**config.mk**
```make
export PLATFORM = sky130hd
export DESIGN_NAME = tcw_apb_regs
export DESIGN_NICKNAME = d
export VERILOG_FILES = /design/src/tcw_pkg.sv /design/src/tcw_apb_regs.sv
export SDC_FILE = /design/constraint.sdc
export NUM_CORES = 1
export LEC_CHECK = 0
export ABC_AREA = 1
export BUFFER_PORTS_ARGS = -buffer_cell sky130_fd_sc_hd__buf_2
export CAP_MARGIN = 20
export CORE_ASPECT_RATIO = 1.1
export CORE_MARGIN = 5
export CORE_UTILIZATION = 31
export DETAILED_ROUTE_END_ITERATION = 8
export PLACE_DENSITY = 0.78
export SLEW_MARGIN = 20
export SYNTH_ARGS = -nofsm -noshare
export SYNTH_HDL_FRONTEND = slang
export SYNTH_SLANG_ARGS = --single-unit
```
**constraint.sdc**
```tcl
create_clock -name aclk -period 0.82 [get_ports aclk]
set_input_delay 0.082 -clock aclk [delete_from_list [all_inputs] [get_ports aclk]]
set_output_delay 0.082 -clock aclk [all_outputs]
set_load 0.1 [all_outputs]
```
**src/tcw_pkg.sv**
```systemverilog
// Package for the text console writer: operation and character codes,
// register map of the configuration port, sequencer state and cell fix-up kinds.
// No dependencies.
package tcw_pkg;

    // Widths of the fixed item fields
    localparam int OP_W     = 2;
    localparam int CHAR_W   = 8;
    localparam int ATTR_W   = 8;
    localparam int CELL_W   = CHAR_W + ATTR_W;
    localparam int ADDR_W   = 11;
    localparam int OFFSET_W = 11;

    // Operation codes
    localparam logic [OP_W-1:0] OP_PUT   = 2'd0;
    localparam logic [OP_W-1:0] OP_CLEAR = 2'd1;
    localparam logic [OP_W-1:0] OP_READ  = 2'd2;

    // Control characters
    localparam logic [CHAR_W-1:0] CHAR_BACKSPACE = 8'd8;
    localparam logic [CHAR_W-1:0] CHAR_NEWLINE   = 8'd10;
    localparam logic [CHAR_W-1:0] CHAR_BLANK     = 8'd0;

    // Configuration port
    localparam int APB_ADDR_W = 3;
    localparam int APB_DATA_W = 32;
    localparam logic [APB_ADDR_W-3:0] REG_TEXT_COLOR   = '0;
    localparam logic [ATTR_W-1:0]     TEXT_COLOR_RESET = 8'd15;

    typedef enum logic [2:0] {
        ST_INIT,
        ST_IDLE,
        ST_TOUCH,
        ST_READ,
        ST_SCROLL,
        ST_CLEAR
    } tcw_state_t;

    // Fix-up of the cell under a freshly moved cursor
    typedef enum logic {
        TOUCH_ONLY,
        TOUCH_ERASE
    } tcw_touch_t;

endpackage

```
**src/tcw_apb_regs.sv**
```systemverilog
// Configuration registers of the text console writer behind an APB-style port.
// Depends on tcw_pkg.
module tcw_apb_regs (
    input  logic                          aclk,
    input  logic                          aresetn,
    input  logic                          psel,
    input  logic                          penable,
    input  logic                          pwrite,
    input  logic [tcw_pkg::APB_ADDR_W-1:0] paddr,
    input  logic [tcw_pkg::APB_DATA_W-1:0] pwdata,
    output logic [tcw_pkg::APB_DATA_W-1:0] prdata,
    output logic                          pready,
    output logic [tcw_pkg::ATTR_W-1:0]     text_color
);
    import tcw_pkg::*;

    logic [ATTR_W-1:0]     text_color_reg;
    logic [ATTR_W-1:0]     text_color_next;
    logic [APB_ADDR_W-3:0] reg_index;
    logic                  wr_strobe;

    assign reg_index = paddr[APB_ADDR_W-1:2];
    assign wr_strobe = psel && penable && pwrite;

    always_comb begin
        text_color_next = text_color_reg;
        if (wr_strobe && (reg_index == REG_TEXT_COLOR)) begin
            text_color_next = pwdata[ATTR_W-1:0];
        end
    end

    always_ff @(posedge aclk) begin
        if (!aresetn) begin
            text_color_reg <= TEXT_COLOR_RESET;
        end else begin
            text_color_reg <= text_color_next;
        end
    end

    always_comb begin
        prdata = '0;
        if (reg_index == REG_TEXT_COLOR) begin
            prdata = APB_DATA_W'(text_color_reg);
        end
    end

    assign pready     = 1'b1;
    assign text_color = text_color_reg;

endmodule

```
==> Word level (Yosys, flattened, before mapping) <==
Index checks and enable logic that the tools add are counted.
{ "classes": {"muxes": 1, "bitwise_logic": 1, "n_reduce_logical": 3} }
{ "op_table": {"columns": ["op", "n"], "rows": [
  ["8-bit two-way mux", 1],
  ["1-bit logical AND", 3],
  ["1-bit NOT", 1]
]} }
{ "totals": {"regBits": 8, "input_bits": 40, "out_inout_bits": 41} }

==> Depth between registers and ports, before layout <==
{ "logic_depth": {"word_depth": 3, "depth_mapped": 6, "mapped_depth_nobuf": 5} }

==> Worst setup path before layout <==
Ideal clock, no wire load.
{ "synth_timing": {"path_kind": "register to output", "start": "reg text_color_reg[4] (netlist: text_color[4])", "end": "out prdata[4] (netlist bit)", "t_arrival_ns": 2.328, "t_required_ns": 0.738, "setup_slack_ns": -1.590, "stages_incl_launch_ff": 3, "path_cell_list": "dfxtp_1 -> inv_1 -> nor2_1"} }
{ "synth_via": {"elab_chain_len": 1} }
{ "synth_lines": {"columns": ["element", "line_no", "source"], "rows": [
  ["from (decl)", "tcw_apb_regs.sv:17", "logic [ATTR_W-1:0] text_color_reg;"],
  ["from (signal assigned)", "tcw_apb_regs.sv:36", "text_color_reg <= text_color_next;"],
  ["8-bit two-way mux", "tcw_apb_regs.sv:42", "if (reg_index == REG_TEXT_COLOR) begin"],
  ["to (decl)", "tcw_apb_regs.sv:11", "output logic [tcw_pkg::APB_DATA_W-1:0] prdata,"]
]} }
Every way passes these cells.

==> Worst setup path after layout <==
{ "layout_timing": {"start": "reg text_color_reg[1] (netlist: text_color[1])", "end": "out prdata[1] (netlist bit)"} }
Same word-level chain as after synthesis.

==> impl_metrics.ini <==
[status]
outcome = finished, violations left
violations = negative setup slack

[synthesis]
yosysUniqueCellTypes = 15
seq_area_frac_synth_pct = 24.8
async_flop_share_pct = 0
synth_area_leaders = buf_4 (29%), dfxtp_1 (25%), inv_1 (8.1%)
yosys_warnings = 0
synthTopCellsByCount = buf_4 (25), inv_1 (14), nand2_1 (12), nor2_1 (12)
yosysMostFrequentCell = buf_4
synthCells = 93
syn_area_sq_um = 646
synth_edf_count = 0
syn_area_per_cell_sq_um = 6.94
yosysTopAreaCellShare_pct = 29.1
ys_ff_latch = 8
synth_top_area_cell = buf_4
synth_ff_type = dfxtp_1

[placed_design]
placed_cell_area_sq_um = 1080
post-dp-hpwl_um = 1410
place.gp.congestion = 0.754
place_ws_ns = -0.0123
io_buffer_count = 29

[timing]
clock_skew_ns = 0
fin_hold_ws_ns = 0.0636
timing.fmax_mhz = 972
setup_viol = 18
hold_violations = 0
slew_violations = 0
setup_ws_ns = -0.209
period_needed_ns = 1.03
rsz0062_at_grt = true
finalCritPeriodShare_pct = 125

[grt]
grt_max_degree = 9
grt_pass1_wl_um = 2790
overflow = 0
antenna_found_initial = 0
grt_pass1_vias = 648
grt_use_total_pct = 12.6

[run]
maxCapViolCount = 0

[setup_path]
endpoint_kind = output port
worst_setup_path_start_kind = register
criticalPathCategory = reg -> out
required_ns = 0.74
arrival_ns = 0.95
cp_max_fo = 2

[cts]
cts.sinks = 8
cts_tree = yes
cts_root_buf = clkbuf_4
clkLatencyLatePin_ns = 0.24
cts_hold_buf = 0
cts.path.max_buffers = 2
h-tree-depth = 1
clk_pin_slew_ns = 0.05
cts_buffers = 3

[power_and_ir_drop]
p_int_uw = 799
p_leak_nw = 0.672
combPwrFrac_pct = 62.0
power.share.sequential_pct = 21.8
p_total_mw = 1.83
clockPowerShare_pct = 16.2
power_switching_mw = 1.03
powerDensity_nw_per_um2 = 1410
swShare_pct = 56.4
peakVddDrop_mv = 0.839

[routing]
wl_per_cell_um = 14.1
vias = 674
drtAntennaViolNets = 0
firstDrtPassIters = 4
drc = 0
via_per_inst = 4.04
routed_wl_um = 2360
drt_iter0_drc = 6

[layout]
utilization_pct = 65.1
final_nets = 181
largest_register_ffs = 8
stdcell_area_sq_um = 1300
layout-drive-gt1-share_pct = 64.7
area_delta_synth_final_pct = 102
n_antenna_cell = 0

[floorplan]
start_util_pct = 32.3
ioPinCount = 81
fp.dieH_um = 57.9
chipWidth_um = 53.5
die-area_sq_um = 3100
design.core.area_sq_um = 2000
row_count = 17

[hold_path]
min_path_type = in -> reg
## per-stage QoR
step | cells | setup TNS, ns
floorplan | 116 | -2.91
global placement | 150 | 0
detailed placement | 150 | -0.0373
CTS | 161 | -2.61
global route | 167 | -3.18
finish | 167 | -2.61
## power by group through the flow
stage / Combinational, mW / Clock [mW] / Sequential, mW
CTS: 1.08 / 0.307 / 0.397
finish: 1.14 / 0.296 / 0.401
detailed placement: 1.04 / 0 / 0.415
floorplan: 0.831 / 0 / 0.508
global placement: 1.03 / 0 / 0.414
global route: 1.16 / 0.331 / 0.402
## worst max-delay path: stages, from the launching register on
cell and delay (ns):
dfxtp_4 0.35, inv_2 0.04, nor2_4 0.12, buf_12 0.18
## per-layer routing
metal,share of wire (%),global-route usage (%),up-vias
met4,2.4,12.0,0
met3,10,1.03,4
met5,0,0,-
met1,37,12.0,310
met2,50,22.6,49
li1,-,-,311
## cell usage in the layout, fill, tap and decap left out, types with 2 or more instances in the layout
cell type and count:
nand2_1 9, nor2_1 4, buf_2 13, nand3_2 3, nand2_2 2, dfxtp_4 8, inv_2 8, inv_1 6
buf_4 6, nand2_4 4, clkbuf_4 3, buf_12 17, conb_1 25, nand3_1 5, buf_6 11, nor2_4 13
## area by class of cell
class	count	area, sq um
fillers	153	697
clock buffers	3	22.5
multi-input cells	66	422
well taps	28	35.0
repair buffers	47	574
inverters	15	58.8
flip-flops and latches	8	190
## what timing repair did
action	4_1_cts	5_1_grt
gates resized for setup	3	20
setup buffers	8	6
hold endpoints to repair	0	0
pin swaps	9	4
endpoints found under the setup margin	16	17
## cell families (layout without fill, tap and decap cells)
logic type,Yosys count,after routing,synth area share [%]
buf+inv,42,65,40.7
simple gates,41,41,33.3
flops,8,8,24.8
other cells,2,25,1.16
## final timing paths
| kind | start | to | slack, ns | cells after the start |
|---|---|---|---|---|
| setup / recovery | text_color[1] | prdata[1] | -0.21 | 3 |
| hold / removal | pwdata[0] | text_color[0] | 0.06 | 3 |
| setup reg to reg | text_color[4] | text_color[4] | 0 | 4 |
| hold reg to reg | text_color[3] | text_color[3] | 0.62 | 3 |
(Power assumes the default switching activity.)
